==> config.mk <==
export PLATFORM = sky130hd
export DESIGN_NAME = tmf_median_flat
export DESIGN_NICKNAME = d
export VERILOG_FILES = /design/src/rtl/core/threshold_median3x3_filter_unit_defines.svh /design/src/rtl/core/tmf_pkg.sv /design/src/rtl/core/tmf_rsp_if.sv /design/src/rtl/core/tmf_median.sv /design/src/flat_wrapper.sv
export SDC_FILE = /design/constraint.sdc
export NUM_CORES = 2
export LEC_CHECK = 0
export BUFFER_PORTS_ARGS = -buffer_cell sky130_fd_sc_hd__buf_2
export CORE_UTILIZATION = 63
export CTS_CLUSTER_SIZE = 8
export DETAILED_ROUTE_END_ITERATION = 7
export GPL_ROUTABILITY_DRIVEN = 0
export GPL_TIMING_DRIVEN = 0
export PLACE_DENSITY = 0.85
export SYNTH_ARGS = -nofsm -noshare
export SYNTH_HDL_FRONTEND = slang
export SYNTH_SLANG_ARGS = --single-unit
==> constraint.sdc <==
create_clock -name clock -period 21 [get_ports clock]
set_input_delay 4.2 -clock clock [delete_from_list [all_inputs] [get_ports clock]]
set_output_delay 4.2 -clock clock [all_outputs]
set_load 0.05 [all_outputs]
==> src/rtl/core/threshold_median3x3_filter_unit_defines.svh <==
// Assertion helpers for the filter unit.
`ifndef THRESHOLD_MEDIAN3X3_FILTER_UNIT_DEFINES_SVH
`define THRESHOLD_MEDIAN3X3_FILTER_UNIT_DEFINES_SVH

// Implication checked at every edge outside reset.
`define TMF_ASSERT_IMPLY(label, clk, rst, ante, cons, msg) \
   label: assert property (@(posedge clk) disable iff (rst) (ante) |-> (cons)) else $error(msg);

// Next-cycle implication checked at every edge, reset included.
`define TMF_ASSERT_ALWAYS(label, clk, ante, cons, msg) \
   label: assert property (@(posedge clk) (ante) |=> (cons)) else $error(msg);

`endif

==> src/rtl/core/tmf_pkg.sv <==
`default_nettype none

package tmf_pkg;

   localparam int SAMPLE_W          = 8;
   localparam int WIDTH_W           = 12;
   localparam int HEIGHT_W          = 16;
   localparam int THRESH_W          = 8;
   localparam int CSR_INDEX_W       = 2;
   localparam int CSR_DATA_W        = 16;
   localparam int MAX_WIDTH_DEFAULT = 2048;

   // register indexes
   localparam logic [CSR_INDEX_W-1:0] CSR_IMAGE_WIDTH       = CSR_INDEX_W'(0);
   localparam logic [CSR_INDEX_W-1:0] CSR_IMAGE_HEIGHT      = CSR_INDEX_W'(1);
   localparam logic [CSR_INDEX_W-1:0] CSR_REPLACE_THRESHOLD = CSR_INDEX_W'(2);

   localparam logic [WIDTH_W-1:0]  IMAGE_WIDTH_RESET       = WIDTH_W'(2048);
   localparam logic [HEIGHT_W-1:0] IMAGE_HEIGHT_RESET      = HEIGHT_W'(1);
   localparam logic [THRESH_W-1:0] REPLACE_THRESHOLD_RESET = THRESH_W'(1);

   typedef logic [SAMPLE_W-1:0] sample_type;
   // [0] red, [1] green, [2] blue
   typedef sample_type [2:0] pixel_type;
   // [row][column], row 0 is the oldest line
   typedef pixel_type [2:0][2:0] window_type;

   typedef struct packed {
      logic last;
      logic eor;
      logic eof;
   } tag_type;

   typedef struct packed {
      pixel_type top;
      pixel_type mid;
      pixel_type bot;
      logic      first_col;
      logic      has_a;
      logic      has_b;
      logic      row_end;
      logic      eof;
   } column_beat_type;

   typedef struct packed {
      window_type taps;
      tag_type    tag;
   } tap_beat_type;

   function automatic sample_type min2(input sample_type a, input sample_type b);
      return (a < b) ? a : b;
   endfunction

   function automatic sample_type max2(input sample_type a, input sample_type b);
      return (a > b) ? a : b;
   endfunction

   function automatic sample_type min3(input sample_type a, input sample_type b,
                                       input sample_type c);
      return min2(min2(a, b), c);
   endfunction

   function automatic sample_type max3(input sample_type a, input sample_type b,
                                       input sample_type c);
      return max2(max2(a, b), c);
   endfunction

   function automatic sample_type med3(input sample_type a, input sample_type b,
                                       input sample_type c);
      return max2(min2(a, b), min2(max2(a, b), c));
   endfunction

endpackage

`default_nettype wire

==> src/rtl/core/tmf_rsp_if.sv <==
`default_nettype none

interface tmf_rsp_if;
   import tmf_pkg::*;

   logic       valid;
   logic       ready;
   sample_type red_out;
   sample_type green_out;
   sample_type blue_out;
   logic       last_of_run;
   logic       end_of_row;
   logic       end_of_frame;

   modport source (output valid, red_out, green_out, blue_out, last_of_run, end_of_row,
                   end_of_frame, input ready);
   modport sink   (input valid, red_out, green_out, blue_out, last_of_run, end_of_row,
                   end_of_frame, output ready);
endinterface

`default_nettype wire

==> src/rtl/core/tmf_median.sv <==
`default_nettype none

module tmf_median (
   input  wire logic                         clock,
   input  wire logic                         reset,
   input  wire tmf_pkg::tap_beat_type        tap,
   input  wire logic                         tap_valid,
   output logic                              tap_ready,
   input  wire logic [tmf_pkg::THRESH_W-1:0] replace_threshold,
   tmf_rsp_if.source                         rsp_if
);
   import tmf_pkg::*;

   // stage 3: each column sorted
   pixel_type [2:0] lo_ff, md_ff, hi_ff, lo_in, md_in, hi_in;
   pixel_type       s3_centre_ff;
   tag_type         s3_tag_ff;
   logic            s3_valid_ff, s3_valid_in;

   // stage 4: median candidates
   pixel_type a_ff, b_ff, c_ff, a_in, b_in, c_in;
   pixel_type s4_centre_ff;
   tag_type   s4_tag_ff;
   logic      s4_valid_ff, s4_valid_in;

   // result register
   pixel_type res_ff, res_in;
   tag_type   res_tag_ff;
   logic      out_valid_ff, out_valid_in;

   logic out_free, s4_free, s3_free, s3_load, s3_move, s4_move;

   assign out_free  = !out_valid_ff || rsp_if.ready;
   assign s4_free   = !s4_valid_ff || out_free;
   assign s3_free   = !s3_valid_ff || s4_free;
   assign s4_move   = s4_valid_ff && out_free;
   assign s3_move   = s3_valid_ff && s4_free;
   assign tap_ready = s3_free;
   assign s3_load   = tap_valid && s3_free;

   assign s3_valid_in  = s3_load ? 1'b1 : (s3_move ? 1'b0 : s3_valid_ff);
   assign s4_valid_in  = s3_move ? 1'b1 : (s4_move ? 1'b0 : s4_valid_ff);
   assign out_valid_in = s4_move ? 1'b1 : (rsp_if.ready ? 1'b0 : out_valid_ff);

   always_comb begin
      for (int col = 0; col < 3; col++) begin
         for (int ch = 0; ch < 3; ch++) begin
            lo_in[col][ch] = min3(tap.taps[0][col][ch], tap.taps[1][col][ch],
                                  tap.taps[2][col][ch]);
            md_in[col][ch] = med3(tap.taps[0][col][ch], tap.taps[1][col][ch],
                                  tap.taps[2][col][ch]);
            hi_in[col][ch] = max3(tap.taps[0][col][ch], tap.taps[1][col][ch],
                                  tap.taps[2][col][ch]);
         end
      end
   end

   // median of nine = med3(max of lows, med of mids, min of highs)
   always_comb begin
      for (int ch = 0; ch < 3; ch++) begin
         a_in[ch] = max3(lo_ff[0][ch], lo_ff[1][ch], lo_ff[2][ch]);
         b_in[ch] = med3(md_ff[0][ch], md_ff[1][ch], md_ff[2][ch]);
         c_in[ch] = min3(hi_ff[0][ch], hi_ff[1][ch], hi_ff[2][ch]);
      end
   end

   always_comb begin
      sample_type med;
      sample_type diff;
      for (int ch = 0; ch < 3; ch++) begin
         med  = med3(a_ff[ch], b_ff[ch], c_ff[ch]);
         diff = (s4_centre_ff[ch] > med) ? s4_centre_ff[ch] - med
                                         : med - s4_centre_ff[ch];
         res_in[ch] = (diff > replace_threshold) ? med : s4_centre_ff[ch];
      end
   end

   always_ff @(posedge clock) begin
      if (reset) begin
         s3_valid_ff  <= 1'b0;
         s4_valid_ff  <= 1'b0;
         out_valid_ff <= 1'b0;
      end else begin
         s3_valid_ff  <= s3_valid_in;
         s4_valid_ff  <= s4_valid_in;
         out_valid_ff <= out_valid_in;
      end
   end

   always_ff @(posedge clock) begin
      if (s3_load) begin
         lo_ff        <= lo_in;
         md_ff        <= md_in;
         hi_ff        <= hi_in;
         s3_centre_ff <= tap.taps[1][1];
         s3_tag_ff    <= tap.tag;
      end
      if (s3_move) begin
         a_ff         <= a_in;
         b_ff         <= b_in;
         c_ff         <= c_in;
         s4_centre_ff <= s3_centre_ff;
         s4_tag_ff    <= s3_tag_ff;
      end
      if (s4_move) begin
         res_ff     <= res_in;
         res_tag_ff <= s4_tag_ff;
      end
   end

   assign rsp_if.valid        = out_valid_ff;
   assign rsp_if.red_out      = res_ff[0];
   assign rsp_if.green_out    = res_ff[1];
   assign rsp_if.blue_out     = res_ff[2];
   assign rsp_if.last_of_run  = res_tag_ff.last;
   assign rsp_if.end_of_row   = res_tag_ff.eor;
   assign rsp_if.end_of_frame = res_tag_ff.eof;

endmodule

`default_nettype wire

==> src/flat_wrapper.sv <==
// flat-port wrapper written by rule: the top's interface ports become plain ports
module tmf_median_flat import tmf_pkg::*;
  (clock, reset, tap, tap_valid, tap_ready, replace_threshold, rsp_if_valid, rsp_if_red_out, rsp_if_green_out, rsp_if_blue_out, rsp_if_last_of_run, rsp_if_end_of_row, rsp_if_end_of_frame, rsp_if_ready);
  tmf_rsp_if rsp_if_i ();
  input  wire logic clock;
  input  wire logic reset;
  input  wire tmf_pkg::tap_beat_type tap;
  input  wire logic tap_valid;
  output logic tap_ready;
  input  wire logic [tmf_pkg::THRESH_W-1:0] replace_threshold;
  output wire logic [$bits(rsp_if_i.valid)-1:0] rsp_if_valid;
  output wire logic [$bits(rsp_if_i.red_out)-1:0] rsp_if_red_out;
  output wire logic [$bits(rsp_if_i.green_out)-1:0] rsp_if_green_out;
  output wire logic [$bits(rsp_if_i.blue_out)-1:0] rsp_if_blue_out;
  output wire logic [$bits(rsp_if_i.last_of_run)-1:0] rsp_if_last_of_run;
  output wire logic [$bits(rsp_if_i.end_of_row)-1:0] rsp_if_end_of_row;
  output wire logic [$bits(rsp_if_i.end_of_frame)-1:0] rsp_if_end_of_frame;
  input wire logic [$bits(rsp_if_i.ready)-1:0] rsp_if_ready;
  assign rsp_if_valid = rsp_if_i.valid;
  assign rsp_if_red_out = rsp_if_i.red_out;
  assign rsp_if_green_out = rsp_if_i.green_out;
  assign rsp_if_blue_out = rsp_if_i.blue_out;
  assign rsp_if_last_of_run = rsp_if_i.last_of_run;
  assign rsp_if_end_of_row = rsp_if_i.end_of_row;
  assign rsp_if_end_of_frame = rsp_if_i.end_of_frame;
  assign rsp_if_i.ready = rsp_if_ready;
  tmf_median u_core (.clock(clock), .reset(reset), .tap(tap), .tap_valid(tap_valid), .tap_ready(tap_ready), .replace_threshold(replace_threshold), .rsp_if(rsp_if_i));
endmodule
### Word level (Yosys, flattened, before mapping)

Index checks and enable logic that the tools add are counted.

* input port bits: 231
* output and inout bits: 29
* bits in registers: 372
* word-level logic and storage cells: 273

* magnitude comparators: 96
* $add $sub $neg: 6
* reduce and logical (&&, ||, !) cells: 12
* mux-type cells: 102

Operator list (count)
* 8-bit 2-to-1 mux: 96
* 8-bit greater-than comparator: 51
* 8-bit less-than comparator: 45
* 8-bit subtractor: 6
* 1-bit 2-to-1 mux: 6
* 2-bit nonzero test: 3
* 1-bit logical AND: 3
* 1-bit logical NOT: 3
* 1-bit logical OR: 3

### Longest topological paths before layout

* depth in word-level cells: 10
* mapped depth: 46
* depth with buffers taken out: 43

### Worst setup path after synthesis

OpenSTA, ideal clock, no wires.

* kind: input -> register
* start point: input rsp_if_ready
* end point: register u_core.hi_ff[0] in the netlist's numbering (enable)
* arrival time: 16.345 ns
* setup time: 0.992 ns
* buffers on the path: 0
* data required time: 20.008 ns
* setup slack: 3.663 ns
* stages: 2
* cells stage by stage: nor2b_1 -> a31oi_1

* cells in the longest elaborated chain, start to end: 4

Ends and longest elaborated chain
* start: declaration: RTL line flat_wrapper.sv:18 `input wire logic [$bits(rsp_if_i.ready)-1:0] rsp_if_ready;`
* 1-bit logical OR: RTL line tmf_median.sv:33 `assign out_free = !out_valid_ff || rsp_if.ready;`
* 1-bit logical OR: RTL line tmf_median.sv:34 `assign s4_free = !s4_valid_ff || out_free;`
* 1-bit logical OR: RTL line tmf_median.sv:35 `assign s3_free = !s3_valid_ff || s4_free;`
* 1-bit logical AND: RTL line tmf_median.sv:39 `assign s3_load = tap_valid && s3_free;`
* named net u_core.s3_load: RTL line tmf_median.sv:31 `logic out_free, s4_free, s3_free, s3_load, s3_move, s4_move;`
* end signal: assignment: RTL line tmf_median.sv:94 `hi_ff <= hi_in;`
* end: declaration: RTL line tmf_median.sv:15 `pixel_type [2:0] lo_ff, md_ff, hi_ff, lo_in, md_in, hi_in;`

The timed path passes the listed nets, and every way through them passes these cells.
A chain may end at the register's enable or synchronous reset.

==> flow_results.org <==
** STA
- Of the available clock period, the critical path in the final layout requires 0.470.
- On the final layout, the worst clock skew is ~0.024 ns.
- Number of max-slew violations in the final report :: 0
- Setup slack closes at approximately 11 ns.
- RSZ-0062 raised after global routing :: false
- Setup total negative slack on the finished layout was measured at 0 ns.
- Highest attainable clock frequency :: 0.101 GHz
- At the pin with the least slew margin, the transition time is 1.06 ns.
- Relative max-transition margin :: 0.289
- Number of setup violations in the final report :: 0
- The hold violation total from the final report came to 0.
- Counting I/O delays and the setup requirement, the final critical path takes between 9 and 10 ns.
- Fin Hold WS :: 0.409 ns

** Synthesis
- Total of warnings raised by yosys :: 0
- The netlist uses 83 different library cells.
- Number of flops mapped to enable cells by yosys :: 369
- Among all flip-flop cells after synthesis, the most frequent one is sky130_fd_sc_hd__edfxtp_1.
- When the netlist entered floorplanning its net count stood at approximately 4,400.
- Post-synth design cell area :: ~34,000 um^2
- Each instance of the synthesized netlist takes up on average 9.41 um^2.
- Number of instances in the synthesized netlist :: roughly 3,600
- Synthesized flop and latch total :: roughly 370
- Share of flip-flops with an asynchronous set or reset after synthesis :: 0
- Proportion of synthesized chip area in sequential cells :: 0.328
- Of the post-synthesis cell area, the dominant cell type holds 0.327.
- Largest area contributor in the netlist :: sky130_fd_sc_hd__edfxtp_1
- Ranked by total cell area, the synthesized netlist is headed by sky130_fd_sc_hd__edfxtp_1, sky130_fd_sc_hd__ha_1, sky130_fd_sc_hd__mux2i_1.

** Floorplan
- Placement Rows :: 84
- Floorplan die area :: 54,800 um^2
- Core ar. :: around 53,000 um^2
- The floorplan step set the die height to 234 um.
- Initial Util :: 0.642
- The die is about 230 um wide.
- Top-level I/O count :: 260

** Clocking
- TritonCTS built the clock tree.
- Count of cells resized by post-cts repair :: 0
- For the worst-skew pair, the clock arrives at the later sink with an insertion delay of ~0.62 ns.
- The cell sitting at the root of the clock tree is a sky130_fd_sc_hd__clkbuf_16.
- The number of clock buffers added by TritonCTS is 52.
- Clock transition at path regs :: around 0.050 ns
- Htree depth :: 2
- The number of setup buffers added after CTS is 0.
- The number of hold buffers added after CTS was 0.
- Number of sinks driven by the clock tree :: about 370
- The clock passes through at most 3 buffers.

** Drt
- Summed over all layers, the routed wires come to 88,200 um.
- The detailed router finished its first iteration with around 2,100 violations.
- Per-cell routed wire length :: between 15 and 20 um
- Total via count after detailed routing :: between 20,000 and 30,000
- TritonRoute pass-1 iters :: 8
- Number of vias per cell after detailed routing :: approximately 6.1
- For this run, design rule violations remaining after detail routing come to 22.
- Number of nets with antenna violations after detailed routing :: 0

** Outcome
- Violated checks :: design-rule violations
- The run finished, with violations left.

** Global route
- The first global-routing pass estimated between 100,000 and 150,000 um of wire.
- The total overflow left after global routing is 0.
- Initial antenna violation count :: 12
- Vias in the first global route :: between 20,000 and 30,000
- For this run, the total global-route usage over all layers was measured as 0.320.
- Pin count of the biggest net entering global routing :: 32

** Critical path
- The largest single stage delay on the critical path is 0.65 ns.
- For this design, the slowest cell found on the critical path is sky130_fd_sc_hd__o21ai_1.
- Most Frequent Cell on Critical Path :: sky130_fd_sc_hd__o21ai_0
- Worst Path Class, Setup :: in2reg
- Element type at the critical path end :: register
- STA classifies the critical path startpoint as an input pin.
- Counting both buffers and inverters, the worst setup path holds a total of 4.
- The worst register-to-register path has a setup slack of between 10 and 15 ns.
- Data on the critical path arrives at its endpoint at between 10 and 15 ns.
- Category of cells accounting for the largest share of critical-path delay :: compound AO/OA/AOI/OAI gates
- CP Max Fanout :: 10
- Crit path required time :: roughly 21 ns

** Placed design
- HPWL after detailed placement :: 70,900 um
- IO buf count :: approximately 260
- Prior to clock tree synthesis, the placed netlist has a worst setup slack of 10.59 ns.
- Placed instance area :: between 30,000 and 40,000 um^2

** Finish
- Area growth syn-to-layout :: 11.5%
- The finished cells cover roughly 38,000 um^2.
- Of the cells placed in the final design, the portion with a size suffix greater than 1 is 0.132.
- Nets :: 4,731

** Job
- Max cap viols :: 0

** Hold path
- The min-delay analysis places its worst path in the category reg2reg.
==> metrics by stage <==
stage / utilization / cells
6_report: 0.716 / 4635
5_1_grt: 0.716 / 4632
4_1_cts: 0.716 / 4630
3_5_place_dp: 0.689 / 4564
3_3_place_gp: 0.683 / 4551
2_1_floorplan: - / 3604
==> worst paths after layout <==
kind | startpoint | end | cells past startpoint
max reg2reg | u_core.b_ff[17] | u_core.rsp_if.blue_out[5] | 44
max | tap[76] | u_core.md_ff[3] | 30
min | u_core.s4_tag_ff[1] | u_core.rsp_if.end_of_row | 0
min reg2reg | u_core.s4_tag_ff[1] | u_core.rsp_if.end_of_row | 0
==> layer usage <==
metal | wire, um | up-vias | global-route usage
met3 | 7020 | 225 | 0.0613
li1 | - | 13700 | -
met5 | 93 | - | 0
met1 | 36100 | 13200 | 0.406
met2 | 41500 | 1055 | 0.535
met4 | 3450 | 16 | 0.127
==> Yosys cell counts, drive strengths merged (5+ instances only) <==
cell	n
o22ai	6
a21boi	12
nand2b	61
edfxtp	369
nand4	66
o211ai	15
nand2	338
a31oi	12
a21oi	230
o221ai	5
o21a	64
or3	5
mux2	147
xnor2	12
o21bai	15
a211oi	10
nor3	24
or2	5
nand3b	6
mux2i	225
a21o	110
a211o	5
xor2	6
clkbuf	54
ha	567
a221oi	16
and3	15
and2	9
nand3	50
a22oi	5
nor2b	56
nor2	112
inv	492
o21ai	435
==> registers in the layout, indices dropped and copies added, names as in the netlist, 3 cells and up <==
name and count:
u_core.s4_tag_ff 3, u_core.b_ff 24, u_core.s3_tag_ff 3, u_core.rsp_if.blue_out 8, u_core.c_ff 24, u_core.hi_ff 72, u_core.s4_centre_ff 24, u_core.rsp_if.red_out 8
u_core.s3_centre_ff 24, u_core.a_ff 24, u_core.md_ff 72, u_core.lo_ff 72, u_core.rsp_if.green_out 8
==> cell usage in the layout, fill, tap and decap left out, drive strengths merged, types with 110 or more instances in the layout <==
master	Yosys	layout
buf	2	274
a21oi	230	230
clkbuf	54	118
mux2	147	147
edfxtp	369	369
inv	492	494
mux2i	225	225
ha	567	567
o21ai	435	435
nor2	112	112
a21o	110	110
nand2	338	338
==> cell families after synthesis <==
kind of cell,Yosys count,share of synthesized area
and+or+nand+nor,756,0.105
adders and majority gates,572,0.212
DFF,372,0.328
buffers and inverters,548,0.0611
muxes,372,0.116
xor gates and xnor gates,18,0.00465
AOI/OAI and AO/OA,966,0.173
==> layout make-up <==
cell class / count / area [um^2]
diodes: 5 / 12.5
plain buffers: 56 / 225
clock buffers: 64 / 1370
clock inverters: 2 / 40.0
fillers: 3911 / 15000
inverters: 492 / 1850
multi-input cells: 2684 / 20700
flip-flops and latches: 372 / 11100
well taps: 688 / 861
repair buffers: 272 / 1600
Power is left out: the tool's default activity adds up to more than one toggle a clock period on the data nets, which glitch-free logic cannot reach.
