$ cat src/rtl/core/threshold_median3x3_filter_unit_defines.svh
// Assertion helpers for the filter unit.
`ifndef THRESHOLD_MEDIAN3X3_FILTER_UNIT_DEFINES_SVH
`define THRESHOLD_MEDIAN3X3_FILTER_UNIT_DEFINES_SVH

// Implication checked at every edge outside reset.
`define TMF_ASSERT_IMPLY(label, clk, rst, ante, cons, msg) \
   label: assert property (@(posedge clk) disable iff (rst) (ante) |-> (cons)) else $error(msg);

// Next-cycle implication checked at every edge, reset included.
`define TMF_ASSERT_ALWAYS(label, clk, ante, cons, msg) \
   label: assert property (@(posedge clk) (ante) |=> (cons)) else $error(msg);

`endif

$ cat src/rtl/core/tmf_pkg.sv
`default_nettype none

package tmf_pkg;

   localparam int SAMPLE_W          = 8;
   localparam int WIDTH_W           = 12;
   localparam int HEIGHT_W          = 16;
   localparam int THRESH_W          = 8;
   localparam int CSR_INDEX_W       = 2;
   localparam int CSR_DATA_W        = 16;
   localparam int MAX_WIDTH_DEFAULT = 2048;

   // register indexes
   localparam logic [CSR_INDEX_W-1:0] CSR_IMAGE_WIDTH       = CSR_INDEX_W'(0);
   localparam logic [CSR_INDEX_W-1:0] CSR_IMAGE_HEIGHT      = CSR_INDEX_W'(1);
   localparam logic [CSR_INDEX_W-1:0] CSR_REPLACE_THRESHOLD = CSR_INDEX_W'(2);

   localparam logic [WIDTH_W-1:0]  IMAGE_WIDTH_RESET       = WIDTH_W'(2048);
   localparam logic [HEIGHT_W-1:0] IMAGE_HEIGHT_RESET      = HEIGHT_W'(1);
   localparam logic [THRESH_W-1:0] REPLACE_THRESHOLD_RESET = THRESH_W'(1);

   typedef logic [SAMPLE_W-1:0] sample_type;
   // [0] red, [1] green, [2] blue
   typedef sample_type [2:0] pixel_type;
   // [row][column], row 0 is the oldest line
   typedef pixel_type [2:0][2:0] window_type;

   typedef struct packed {
      logic last;
      logic eor;
      logic eof;
   } tag_type;

   typedef struct packed {
      pixel_type top;
      pixel_type mid;
      pixel_type bot;
      logic      first_col;
      logic      has_a;
      logic      has_b;
      logic      row_end;
      logic      eof;
   } column_beat_type;

   typedef struct packed {
      window_type taps;
      tag_type    tag;
   } tap_beat_type;

   function automatic sample_type min2(input sample_type a, input sample_type b);
      return (a < b) ? a : b;
   endfunction

   function automatic sample_type max2(input sample_type a, input sample_type b);
      return (a > b) ? a : b;
   endfunction

   function automatic sample_type min3(input sample_type a, input sample_type b,
                                       input sample_type c);
      return min2(min2(a, b), c);
   endfunction

   function automatic sample_type max3(input sample_type a, input sample_type b,
                                       input sample_type c);
      return max2(max2(a, b), c);
   endfunction

   function automatic sample_type med3(input sample_type a, input sample_type b,
                                       input sample_type c);
      return max2(min2(a, b), min2(max2(a, b), c));
   endfunction

endpackage

`default_nettype wire

$ cat src/rtl/core/tmf_window.sv
`default_nettype none

module tmf_window (
   input  wire logic             clock,
   input  wire logic             reset,
   input  wire tmf_pkg::column_beat_type beat,
   input  wire logic             beat_valid,
   output logic                  beat_take,
   output tmf_pkg::tap_beat_type tap,
   output logic                  tap_valid,
   input  wire logic             tap_ready
);
   import tmf_pkg::*;

   window_type win_ff, win_in;
   logic       pend_a_ff, pend_a_in, pend_b_ff, pend_b_in;
   logic       row_end_ff, eof_ff;
   logic       emit, use_b, finish;
   pixel_type  col_new [3];

   assign tap_valid = pend_a_ff || pend_b_ff;
   assign emit      = tap_valid && tap_ready;
   assign use_b     = !pend_a_ff;
   assign finish    = emit && (use_b || !pend_b_ff);
   assign beat_take = beat_valid && (!tap_valid || finish);

   assign col_new[0] = beat.top;
   assign col_new[1] = beat.mid;
   assign col_new[2] = beat.bot;

   always_comb begin
      win_in = win_ff;
      if (beat_take) begin
         for (int r = 0; r < 3; r++) begin
            win_in[r][0] = win_ff[r][1];
            win_in[r][1] = beat.first_col ? col_new[r] : win_ff[r][2];
            win_in[r][2] = col_new[r];
         end
      end
   end

   always_comb begin
      pend_a_in = pend_a_ff;
      pend_b_in = pend_b_ff;
      if (beat_take) begin
         pend_a_in = beat.has_a;
         pend_b_in = beat.has_b;
      end else if (emit) begin
         if (use_b) begin
            pend_b_in = 1'b0;
         end else begin
            pend_a_in = 1'b0;
         end
      end
   end

   always_ff @(posedge clock) begin
      if (reset) begin
         win_ff    <= '0;
         pend_a_ff <= 1'b0;
         pend_b_ff <= 1'b0;
      end else begin
         win_ff    <= win_in;
         pend_a_ff <= pend_a_in;
         pend_b_ff <= pend_b_in;
      end
   end

   always_ff @(posedge clock) begin
      if (beat_take) begin
         row_end_ff <= beat.row_end;
         eof_ff     <= beat.eof;
      end
   end

   // Row-end result replicates the right border column.
   always_comb begin
      tap.taps = win_ff;
      tap.tag  = '{last: !row_end_ff, eor: 1'b0, eof: 1'b0};
      if (use_b) begin
         for (int r = 0; r < 3; r++) begin
            tap.taps[r][0] = win_ff[r][1];
            tap.taps[r][1] = win_ff[r][2];
            tap.taps[r][2] = win_ff[r][2];
         end
         tap.tag = '{last: 1'b1, eor: 1'b1, eof: eof_ff};
      end
   end

endmodule

`default_nettype wire

$ cat config.mk
export PLATFORM = sky130hd
export DESIGN_NAME = tmf_window
export DESIGN_NICKNAME = d
export VERILOG_FILES = /design/src/rtl/core/threshold_median3x3_filter_unit_defines.svh /design/src/rtl/core/tmf_pkg.sv /design/src/rtl/core/tmf_window.sv
export SDC_FILE = /design/constraint.sdc
export NUM_CORES = 1
export LEC_CHECK = 0
export CAP_MARGIN = 20
export CORE_ASPECT_RATIO = 1.1
export CORE_MARGIN = 8
export CORE_UTILIZATION = 58
export CTS_CLUSTER_SIZE = 8
export DETAILED_ROUTE_END_ITERATION = 10
export DONT_BUFFER_PORTS = 1
export PLACE_DENSITY = 0.76
export SLEW_MARGIN = 30
export SYNTH_ARGS = -nofsm -noshare
export SYNTH_HDL_FRONTEND = slang
export SYNTH_SLANG_ARGS = --single-unit
$ cat constraint.sdc
create_clock -name clock -period 1.5 [get_ports clock]
set_input_delay 0.15 -clock clock [delete_from_list [all_inputs] [get_ports clock]]
set_output_delay 0.15 -clock clock [all_outputs]
set_load 0.03 [all_outputs]
==> results of run 1 <==
-- synth_stat cells --
cell type,number,area [um^2]
nand2_1,2,7.51
a21o_1,1,7.51
nand2b_1,290,1810
inv_2,1,3.75
a22oi_1,1,7.51
mux2_2,144,1620
nor2b_1,3,18.8
a31oi_1,1,6.26
or2_2,52,325
nor3_1,1,5.00
dfxtp_1,218,4360
mux2i_1,288,2880
or2_0,21,131
inv_1,1,3.75
a21oi_1,2,10.0
clkbuf_1,43,161
edfxtp_1,2,60.1
buf_6,17,191
buf_2,29,145
buf_4,73,548
-- cell families after synthesis --
group                  after synthesis  synth area share
muxes                              432             0.366
and+or+nand+nor                    369             0.187
DFF                                220             0.359
buffers and inverters              164            0.0855
AOI/OAI and AO/OA                    5           0.00254
-- metrics by stage --
step                setup TNS (ns)  setup slack [ns]  cells
floorplan                        0            0.0406   1190
detailed placement         -0.0366           -0.0107   1412
global placement                 0            0.0179   1412
==> impl_metrics.json, run 1 <==
{
  "outcome": "did not finish",
  "lastStage": "clock tree synthesis",
  "tool.error": "[ERROR RSZ-0060] Max buffer count reached.",
  "fp-row-count": 56,
  "die-width_um": 155,
  "dpl_cell_area_um2": 12500,
  "seq_area_frac_synth": 0.359,
  "syn_area_um2": 12300,
  "cts_setup_buffers": 8,
  "io_buffers": 0,
  "yosysUniqueCellTypes": 20,
  "io_pins": 302,
  "syn-num-nets": 1271,
  "start_util": 0.584,
  "cts.repair.resized": 182,
  "yosysWarningCount": 0,
  "gp_congestion": 0.785,
  "syn_inst": 1190,
  "dpl.hpwl_um": 17800,
  "die_h_um": 169,
  "syn_area_per_cell_um2": 10.3,
  "numCtsBuffers": 31,
  "hold_buffers": 295,
  "ys_ff_latch": 220,
  "htreeDepth": 1,
  "clock_path_buffers": 3,
  "clock_sinks": 220,
  "cts-root-buf": "clkbuf_16"
}
==> inputs of run 2 (changes only) <==
--- a/config.mk
+++ b/config.mk
@@ -6,13 +6,11 @@
 export NUM_CORES = 1
 export LEC_CHECK = 0
 export CAP_MARGIN = 20
-export CORE_ASPECT_RATIO = 1.1
 export CORE_MARGIN = 8
-export CORE_UTILIZATION = 58
-export CTS_CLUSTER_SIZE = 8
+export CORE_UTILIZATION = 40
 export DETAILED_ROUTE_END_ITERATION = 10
 export DONT_BUFFER_PORTS = 1
-export PLACE_DENSITY = 0.76
+export PLACE_DENSITY_LB_ADDON = 0.15
 export SLEW_MARGIN = 30
 export SYNTH_ARGS = -nofsm -noshare
 export SYNTH_HDL_FRONTEND = slang
==> constraint.sdc (replaced) <==
create_clock -name clock -period 1.95 [get_ports clock]
set_input_delay 0.195 -clock clock [delete_from_list [all_inputs] [get_ports clock]]
set_output_delay 0.195 -clock clock [all_outputs]
set_load 0.03 [all_outputs]
==> run 2 against run 1 <==
Against the previous run:
- synthesized cell count unchanged
- the flow now finishes without violations
- synthesized area did not move
==> impl_metrics.json, run 2 <==
{
  "yosysMostFrequentCell": "nand2b_1",
  "reg2reg_setup_slack_ns": 0.09,
  "seqCellArea_um2": 4430,
  "cap_violations": 0,
  "globalRouteTotalUtil": 0.170,
  "largest_register_ffs": 216,
  "syn-num-nets": 1271,
  "syn_area_per_cell_um2": 10.3,
  "holdPathStages": 3,
  "multi_input_area_um2": 6990,
  "worstMarginPinSlew_ns": 0.555,
  "clock.fmax_mhz": 516,
  "clock_path_buffers": 3,
  "regMostFlops": "win_ff",
  "p_leak_nw": 6.50,
  "timing.rr.end": "win_ff[64]$_SDFFE_PP0P_",
  "holdWs_ns": 0.0439,
  "critical_path_class": "reg2out",
  "numCtsBuffers": 27,
  "synth_edf_count": 2,
  "dpl.hpwl_um": 18800,
  "grt-ovfl-total": 0,
  "dpl_cell_area_um2": 12000,
  "first_pass_iters": 4,
  "p_int_mw": 9.18,
  "crit_slowest_cell": "mux2_2",
  "worstReg2RegStart": "pend_a_ff$_SDFFE_PP0P_",
  "period_share": 0.994,
  "clkLatencyLatePin_ns": 0.53,
  "grt_pass1_wl_um": 51800,
  "utilization": 0.533,
  "min_to": "win_ff[172]$_SDFFE_PP0P_",
  "power.share.clock": 0.384,
  "io_buffers": 0,
  "grt_pass1_vias": 9406,
  "synthTopCellsByArea": "dfxtp_1 (35%), mux2i_1 (23%), nand2b_1 (15%)",
  "start_kind": "register",
  "layout-drive-gt1-share": 0.204,
  "n_fill_cell": 2744,
  "crit_family": "multiplexers",
  "gp_congestion": 0.692,
  "cp_cell_sequence": "buf_12, buf_16, mux2_2",
  "crit_cells": 3,
  "min_from": "beat[9]",
  "report.final.slew_viol_count": 0,
  "vias": 8948,
  "arrival_ns": 1.74,
  "io_pins": 302,
  "yosysWarningCount": 0,
  "start_util": 0.405,
  "synth_common_cells": "nand2b_1 (290), mux2i_1 (288), dfxtp_1 (218)",
  "syn_inst": 1190,
  "cp-end-kind": "output pin",
  "synth.top_cell.area_share": 0.354,
  "p_sw_mw": 3.84,
  "clock_sinks": 220,
  "cp.required_ns": 1.75,
  "syn_area_um2": 12300,
  "p_per_area_nw_per_um2": 803,
  "areaGrowthSynthToFinish_pct": 31.7,
  "layout_common_cells": "nand2b_1 (289), mux2i_1 (288), dlygate4sd3_1 (286)",
  "wire_per_inst_um": 18.8,
  "grt_max_degree": 210,
  "cts-root-buf": "clkbuf_16",
  "htreeDepth": 1,
  "outcome": "finished clean",
  "seq_area_frac_synth": 0.359,
  "cts_tree": "built",
  "switching_share": 0.295,
  "post-route-cell-area_um2": 16200,
  "seqPwrFrac": 0.408,
  "peakVddDrop_mv": 0.735,
  "finalHoldViolCount": 0,
  "path_clk_slew_ns": 0.06,
  "core_area_um2": 30400,
  "final_common_cell": "nand2b_1",
  "rsz0062_at_grt": "true",
  "power_frac_comb": 0.209,
  "antenna_left": 0,
  "p_total_mw": 13.0,
  "fp-row-count": 64,
  "fin_skew_ns": 0.0107,
  "die_h_um": 191,
  "yosysUniqueCellTypes": 20,
  "worst_r2r_path_depth": 7,
  "ys_ff_latch": 220,
  "setup_viol": 0,
  "critical_path.max_fanout": 32,
  "avgViaCountPerCell": 4.98,
  "ys_async_sr_fraction": 0,
  "die-width_um": 191,
  "antenna_found_initial": 0,
  "post-route-drc-count": 0,
  "relSlewSlack": 0.630,
  "finalCriticalPeriod_ns": 1.94,
  "ys.flop_type": "dfxtp_1",
  "yosysTopAreaCell": "dfxtp_1",
  "critPathBufInv": 2,
  "hold_class": "in2reg",
  "finalWirelength_um": 33800,
  "die_area_um2": 36700,
  "drt_iter0_markers": 328,
  "nets": 1463,
  "n_antenna_cell": 0,
  "cpPeakStageDelay_ns": 0.47
}
-- run 2: metal layers --
| metal | GRT usage | vias to the layer above | part of all wire |
|---|---|---|---|
| met5 | 0 | - | 0 |
| met4 | 0.0302 | 0 | 0.013 |
| met3 | 0.0607 | 31 | 0.086 |
| li1 | - | 4335 | - |
| met2 | 0.284 | 206 | 0.46 |
| met1 | 0.211 | 4376 | 0.44 |
-- run 2: tightest hold or removal path, delay by kind of cell --
family / cells / cell delay [ns]
muxes: 2 / 0.18
and+or+nand+nor: 1 / 0.13
-- run 2: power by group through the flow --
stage	logic (mW)	clock network [mW]	registers (mW)
2_1_floorplan	2.34	0	5.07
3_3_place_gp	2.09	0	5.40
3_5_place_dp	2.10	0	5.40
4_1_cts	2.61	5.17	5.30
5_1_grt	2.89	5.35	5.35
6_report	2.72	5.00	5.31
-- run 2: repair_timing --
| item | CTS | global route |
|---|---|---|
| cloned | 0 | 7 |
| hold buffers | 288 | 0 |
| setup endpoints to repair | 129 | 129 |
| buffers inserted | 1 | 7 |
| gates resized for setup | 9 | 41 |
| pin swaps | 1 | 1 |
| endpoints found under the hold margin | 220 | 0 |
-- run 2: cell families (layout without fill, tap and decap cells) --
group | count (synthesis) | in the layout | share of synthesized area
AOI/OAI and AO/OA | 5 | 5 | 0.00254
buffers and inverters | 164 | 374 | 0.0855
DFF | 220 | 220 | 0.359
muxes | 432 | 432 | 0.366
and+or+nand+nor | 369 | 369 | 0.187
-- run 2: per-stage QoR --
step	TNS (ns)	worst slack, ns	instances
floorplan	0	0.422	1190
global placement	0	0.366	1447
detailed placement	0	0.353	1447
CTS	-5.30	-0.0699	1783
global route	-1.81	-0.0615	1796
finish	0	0.0121	1796
-- run 2: how the worst max path moves through the flow --
stage                                start                        to
finish              pend_a_ff$_SDFFE_PP0P_                   tap[89]
global route        pend_a_ff$_SDFFE_PP0P_                 beat_take
CTS                 pend_a_ff$_SDFFE_PP0P_                   tap[90]
detailed placement  pend_a_ff$_SDFFE_PP0P_  win_ff[123]$_SDFFE_PP0P_
global placement    pend_a_ff$_SDFFE_PP0P_  win_ff[123]$_SDFFE_PP0P_
floorplan           pend_a_ff$_SDFFE_PP0P_          eof_ff$_DFFE_PP_
-- run 2: cell type report --
cell class                      instances  share of cell area
Tap cell                              396              0.0306
Clock buffer                           41              0.0517
Timing Repair Buffer                  323               0.207
Sequential cell                       220               0.273
Inverter                                2             0.00208
Clock inverter                          6             0.00340
Timing Repair inverter                  2             0.00108
Multi-Input combinational cell        806               0.431
No activity file was read; power rests on OpenSTA's default activity.
==> inputs of run 3 (changes only) <==
--- a/config.mk
+++ b/config.mk
@@ -11,6 +11,7 @@
 export DETAILED_ROUTE_END_ITERATION = 10
 export DONT_BUFFER_PORTS = 1
 export PLACE_DENSITY_LB_ADDON = 0.15
+export RECOVER_POWER = 25
 export SLEW_MARGIN = 30
 export SYNTH_ARGS = -nofsm -noshare
 export SYNTH_HDL_FRONTEND = slang
==> run 3 against run 2 <==
Against the previous run:
- power about the same
- wire length up 0.18%
- die area did not move
- critical endpoint unchanged
==> impl_metrics.json, run 3 (synthesized netlist as in run 2, its figures left out) <==
{
  "outcome": "finished clean",
  "first_pass_iters": 4,
  "cp.required_ns": 1.75,
  "reg2reg_setup_slack_ns": 0.08,
  "critical_path.max_fanout": 32,
  "p_per_area_nw_per_um2": 804,
  "die-width_um": 191,
  "n_antenna_cell": 0,
  "fp-row-count": 64,
  "antenna_left": 0,
  "io_buffers": 0,
  "clock_path_buffers": 3,
  "dpl.hpwl_um": 18800,
  "report.final.slew_viol_count": 0,
  "largest_register_ffs": 216,
  "layout-drive-gt1-share": 0.199,
  "numCtsBuffers": 27,
  "relSlewSlack": 0.610,
  "n_fill_cell": 2750,
  "drt_iter0_markers": 320,
  "finalCriticalPeriod_ns": 1.94,
  "antenna_found_initial": 0,
  "setup_ws_ns": 0.00962,
  "io_pins": 302,
  "vias": 8951,
  "start_util": 0.405,
  "cts-root-buf": "clkbuf_16",
  "clkLatencyLatePin_ns": 0.53,
  "post-route-cell-area_um2": 16200,
  "post-route-drc-count": 0,
  "worstMarginPinSlew_ns": 0.584,
  "finalHoldViolCount": 0,
  "die_area_um2": 36700,
  "globalRouteTotalUtil": 0.170,
  "gp_congestion": 0.692,
  "dp_slack_ns": 0.353,
  "htreeDepth": 1,
  "grt_pass1_wl_um": 51800,
  "avgViaCountPerCell": 4.98,
  "critPathLaunch": "pend_a_ff$_SDFFE_PP0P_",
  "fin_skew_ns": 0.0101,
  "setup_viol": 0,
  "cts_tree": "built",
  "start_kind": "register",
  "clock.fmax_mhz": 515,
  "grt_pass1_vias": 9406,
  "critical_path_class": "reg2out",
  "wire_per_inst_um": 18.8,
  "path_clk_slew_ns": 0.06,
  "peakVddDrop_mv": 0.735,
  "grt-ovfl-total": 0,
  "seqCellArea_um2": 4430,
  "core_area_um2": 30400,
  "multi_input_area_um2": 6990,
  "cp-end-kind": "output pin",
  "finalWirelength_um": 33800,
  "die_h_um": 191,
  "period_share": 0.995,
  "p_leak_nw": 6.47,
  "hold_class": "in2reg",
  "holdWs_ns": 0.0436,
  "regMostFlops": "win_ff",
  "cap_violations": 0,
  "layout_common_cells": "nand2b_1 (289), mux2i_1 (288), dlygate4sd3_1 (286)",
  "clock_sinks": 220,
  "worst_r2r_path_depth": 5,
  "worstReg2RegStart": "win_ff[120]$_SDFFE_PP0P_",
  "areaGrowthSynthToFinish_pct": 31.5,
  "timing.rr.end": "win_ff[96]$_SDFFE_PP0P_",
  "grt_max_degree": 210,
  "rsz0062_at_grt": "true",
  "nets": 1463,
  "dpl_cell_area_um2": 12000,
  "arrival_ns": 1.75,
  "endpoint": "tap[89]",
  "p_total_mw": 13.0,
  "final_common_cell": "nand2b_1"
}
==> run 3: changes by cell type in the layout (fill, tap and decap cells not counted) <==
cell      previous run  this run
buf_4               22        15
clkbuf_1             3        10
==> run 3: cell type report <==
| type | count | area share |
|---|---|---|
| flip-flops and latches | 220 | 0.274 |
| clock inverters | 6 | 0.00340 |
| repair inverters | 2 | 0.00108 |
| multi-input cells | 806 | 0.432 |
| well taps | 396 | 0.0306 |
| inverters | 2 | 0.00209 |
| clock buffers | 41 | 0.0518 |
| repair buffers | 323 | 0.206 |
==> run 3: worst min path at each step <==
| stage | cells after the start | end | slack [ns] | from |
|---|---|---|---|---|
| floorplan | 0 | eof_ff$_DFFE_PP_ | 0.29 | beat[0] |
| global placement | 0 | eof_ff$_DFFE_PP_ | 0.29 | beat[0] |
| detailed placement | 0 | eof_ff$_DFFE_PP_ | 0.29 | beat[0] |
| CTS | 3 | win_ff[172]$_SDFFE_PP0P_ | 0.008 | beat[9] |
| global route | 3 | win_ff[172]$_SDFFE_PP0P_ | 0.05 | beat[9] |
| finish | 3 | win_ff[172]$_SDFFE_PP0P_ | 0.04 | beat[9] |
==> run 3: what timing repair did <==
action,CTS,global route
setup buffers,1,7
endpoints found under the setup margin,129,129
pin swaps,1,1
endpoints found under the hold margin,220,0
gates cloned,0,7
gates resized for setup,9,41
hold buffers,288,0
==> run 3: metal layers <==
metal / vias to the layer above / wire length (um) / GRT usage
met5: - / 0 / 0
li1: 4336 / - / -
met1: 4375 / 15000 / 0.211
met3: 31 / 2920 / 0.0607
met4: 0 / 430 / 0.0302
met2: 209 / 15500 / 0.284
==> run 3: through the flow <==
| stage | setup TNS (ns) | util | std cells |
|---|---|---|---|
| finish | 0 | 0.532 | 1796 |
| global route | -1.84 | 0.532 | 1796 |
| CTS | -5.30 | 0.522 | 1783 |
| detailed placement | 0 | 0.395 | 1447 |
| global placement | 0 | 0.395 | 1447 |
| floorplan | 0 | - | 1190 |
==> run 3: where the power goes <==
group	switching [mW]	internal, mW
clock network	1.94	3.06
registers	0.496	4.81
logic	1.41	1.30
==> run 3: critical path: stages (launching register included) <==
cell	delay (ns)
dfxtp_4	0.37
buf_12	0.13
buf_16	0.21
mux2_2	0.47
==> inputs of run 4 (changes only) <==
--- a/config.mk
+++ b/config.mk
@@ -12,6 +12,7 @@
 export DONT_BUFFER_PORTS = 1
 export PLACE_DENSITY_LB_ADDON = 0.15
 export RECOVER_POWER = 25
+export REMOVE_ABC_BUFFERS = 1
 export SLEW_MARGIN = 30
 export SYNTH_ARGS = -nofsm -noshare
 export SYNTH_HDL_FRONTEND = slang
==> run 4 against run 3 <==
Against the previous run:
- the run now ends with negative setup slack left
- flip-flop and latch count is the same
- critical path depth shrank 1
- first-iteration DRC count shrank 12%
- design area grew 1.5%
- count of clock-buffer cells in the layout shrank 1
- sequential share of layout area shrank 0.42 points
- fmax shrank 1.5%
- combinational power grew 3%
- register-to-register slack lost 0.06 ns
- critical endpoint is now tap[84]
- largest power group unchanged
==> impl_metrics.json, run 4 (synthesized netlist as in run 2, its figures left out) <==
{
  "start_kind": "register",
  "peakVddDrop_mv": 0.488,
  "arrival_ns": 1.78,
  "outcome": "finished, violations left",
  "use_met3": 0.0531,
  "die_h_um": 191,
  "wire_per_inst_um": 18.8,
  "setup_viol": 32,
  "nets": 1470,
  "antenna_found_initial": 0,
  "globalRouteTotalUtil": 0.170,
  "reg2reg_setup_slack_ns": 0.02,
  "final_common_cell": "dlygate4sd3_1",
  "clkLatencyLatePin_ns": 0.53,
  "fin_skew_ns": 0.0155,
  "finalHoldViolCount": 0,
  "drt_iter0_markers": 282,
  "start_util": 0.405,
  "rsz0062_at_grt": "true",
  "areaGrowthSynthToFinish_pct": 33.5,
  "critPathBufInv": 1,
  "htreeDepth": 1,
  "crit_cells": 2,
  "critical_path_class": "reg2out",
  "tns_ns": -0.224,
  "grt_pass1_vias": 9274,
  "numCtsBuffers": 27,
  "fp-row-count": 64,
  "antenna_left": 0,
  "gp_congestion": 0.705,
  "p_total_mw": 13.0,
  "die-width_um": 191,
  "cp_cell_sequence": "buf_16, mux2_2",
  "violations": "negative setup slack",
  "min_from": "beat[4]",
  "critPathLaunch": "pend_a_ff$_SDFFE_PP0P_",
  "cp.required_ns": 1.75,
  "setup_ws_ns": -0.0202,
  "period_share": 1.01,
  "layout-drive-gt1-share": 0.199,
  "regMostFlops": "win_ff",
  "critical_path.max_fanout": 33,
  "die_area_um2": 36700,
  "cpPeakStageDelay_ns": 0.47,
  "clock.fmax_mhz": 508,
  "io_buffers": 0,
  "dpl.hpwl_um": 18300,
  "grt_max_degree": 211,
  "clock_path_buffers": 3,
  "path_clk_slew_ns": 0.06,
  "layout_common_cells": "dlygate4sd3_1 (290), nand2b_1 (289), mux2i_1 (288)",
  "grt_use_met2": 0.285,
  "cts_tree": "built",
  "p_leak_nw": 6.61,
  "relSlewSlack": 0.613,
  "hold_class": "in2reg",
  "grt_busiest_layer": "met2",
  "holdPathStages": 3,
  "stdcell_count": 1805,
  "finalWirelength_um": 33900,
  "first_pass_iters": 4,
  "finalCriticalPeriod_ns": 1.97,
  "worstReg2RegStart": "pend_a_ff$_SDFFE_PP0P_",
  "numPlacedInstances": 1444,
  "crit_family": "flip-flops",
  "largest_register_ffs": 216,
  "avgViaCountPerCell": 4.96,
  "cp-end-kind": "output pin",
  "post-route-drc-count": 0,
  "grt_pass1_wl_um": 51800,
  "grt-ovfl-total": 0,
  "p_per_area_nw_per_um2": 790,
  "worst_r2r_path_depth": 6,
  "io_pins": 302,
  "worstMarginPinSlew_ns": 0.581,
  "crit_slowest_cell": "dfxtp_4",
  "core_area_um2": 30400,
  "grt_use_met1": 0.212,
  "report.final.slew_viol_count": 0,
  "vias": 8947,
  "cap_violations": 0,
  "cts-root-buf": "clkbuf_16",
  "clock_sinks": 220,
  "n_antenna_cell": 0
}
run 4: metal layers:
layer  share of wire  vias up
met3           0.082       45
met2            0.46      214
met1            0.44     4338
li1                -     4350
met5               0        -
met4           0.017        0
run 4: layout make-up:
class	count	area [um^2]
timing repair buffer	330	3490
inverter	2	33.8
sequential	220	4430
clock inverter	9	95.1
fill	2775	14000
tap	396	495
multi-input combinational	806	7120
clock buffer	40	754
timing repair inverter	2	17.5
run 4: what timing repair did:
item / 4_1_cts / 5_1_grt
hold endpoints to repair: 220 / 0
gates cloned: 1 / 8
buffers inserted: 2 / 10
resized for setup: 4 / 78
pin swaps: 1 / 1
setup endpoints to repair: 131 / 137
hold buffers: 291 / 0
run 4: final timing paths:
path,end
worst min-delay path,win_ff[177]$_SDFFE_PP0P_
worst max register to register,win_ff[150]$_SDFFE_PP0P_
worst min register to register,win_ff[82]$_SDFFE_PP0P_
worst max-delay path,tap[84]
run 4: stage by stage:
step,cell area (um^2),worst slack [ns],hold slack (ns),util
finish,16400,-0.0202,0.0191,0.540
global placement,12100,0.369,0.294,0.396
CTS,15900,-0.0837,0.000802,0.522
global route,16400,-0.0824,0.00794,0.540
detailed placement,12100,0.346,0.294,0.396
floorplan,11300,-10.07,0.264,-
run 4: where the power goes:
group          switching [mW]  leakage (nW)  internal [mW]  total [mW]
clock                    1.94         0.422           2.92        4.86
sequential              0.522          1.81           4.81        5.33
combinational            1.40          4.38           1.39        2.79
run 4: worst reg2reg max path, stage by stage (launching register included):
cell           delay, ns
dfxtp_4             0.47
nor2b_2             0.07
a22oi_2             0.28
buf_4               0.20
inv_6               0.10
mux2i_1             0.13
dlygate4sd3_1       0.56
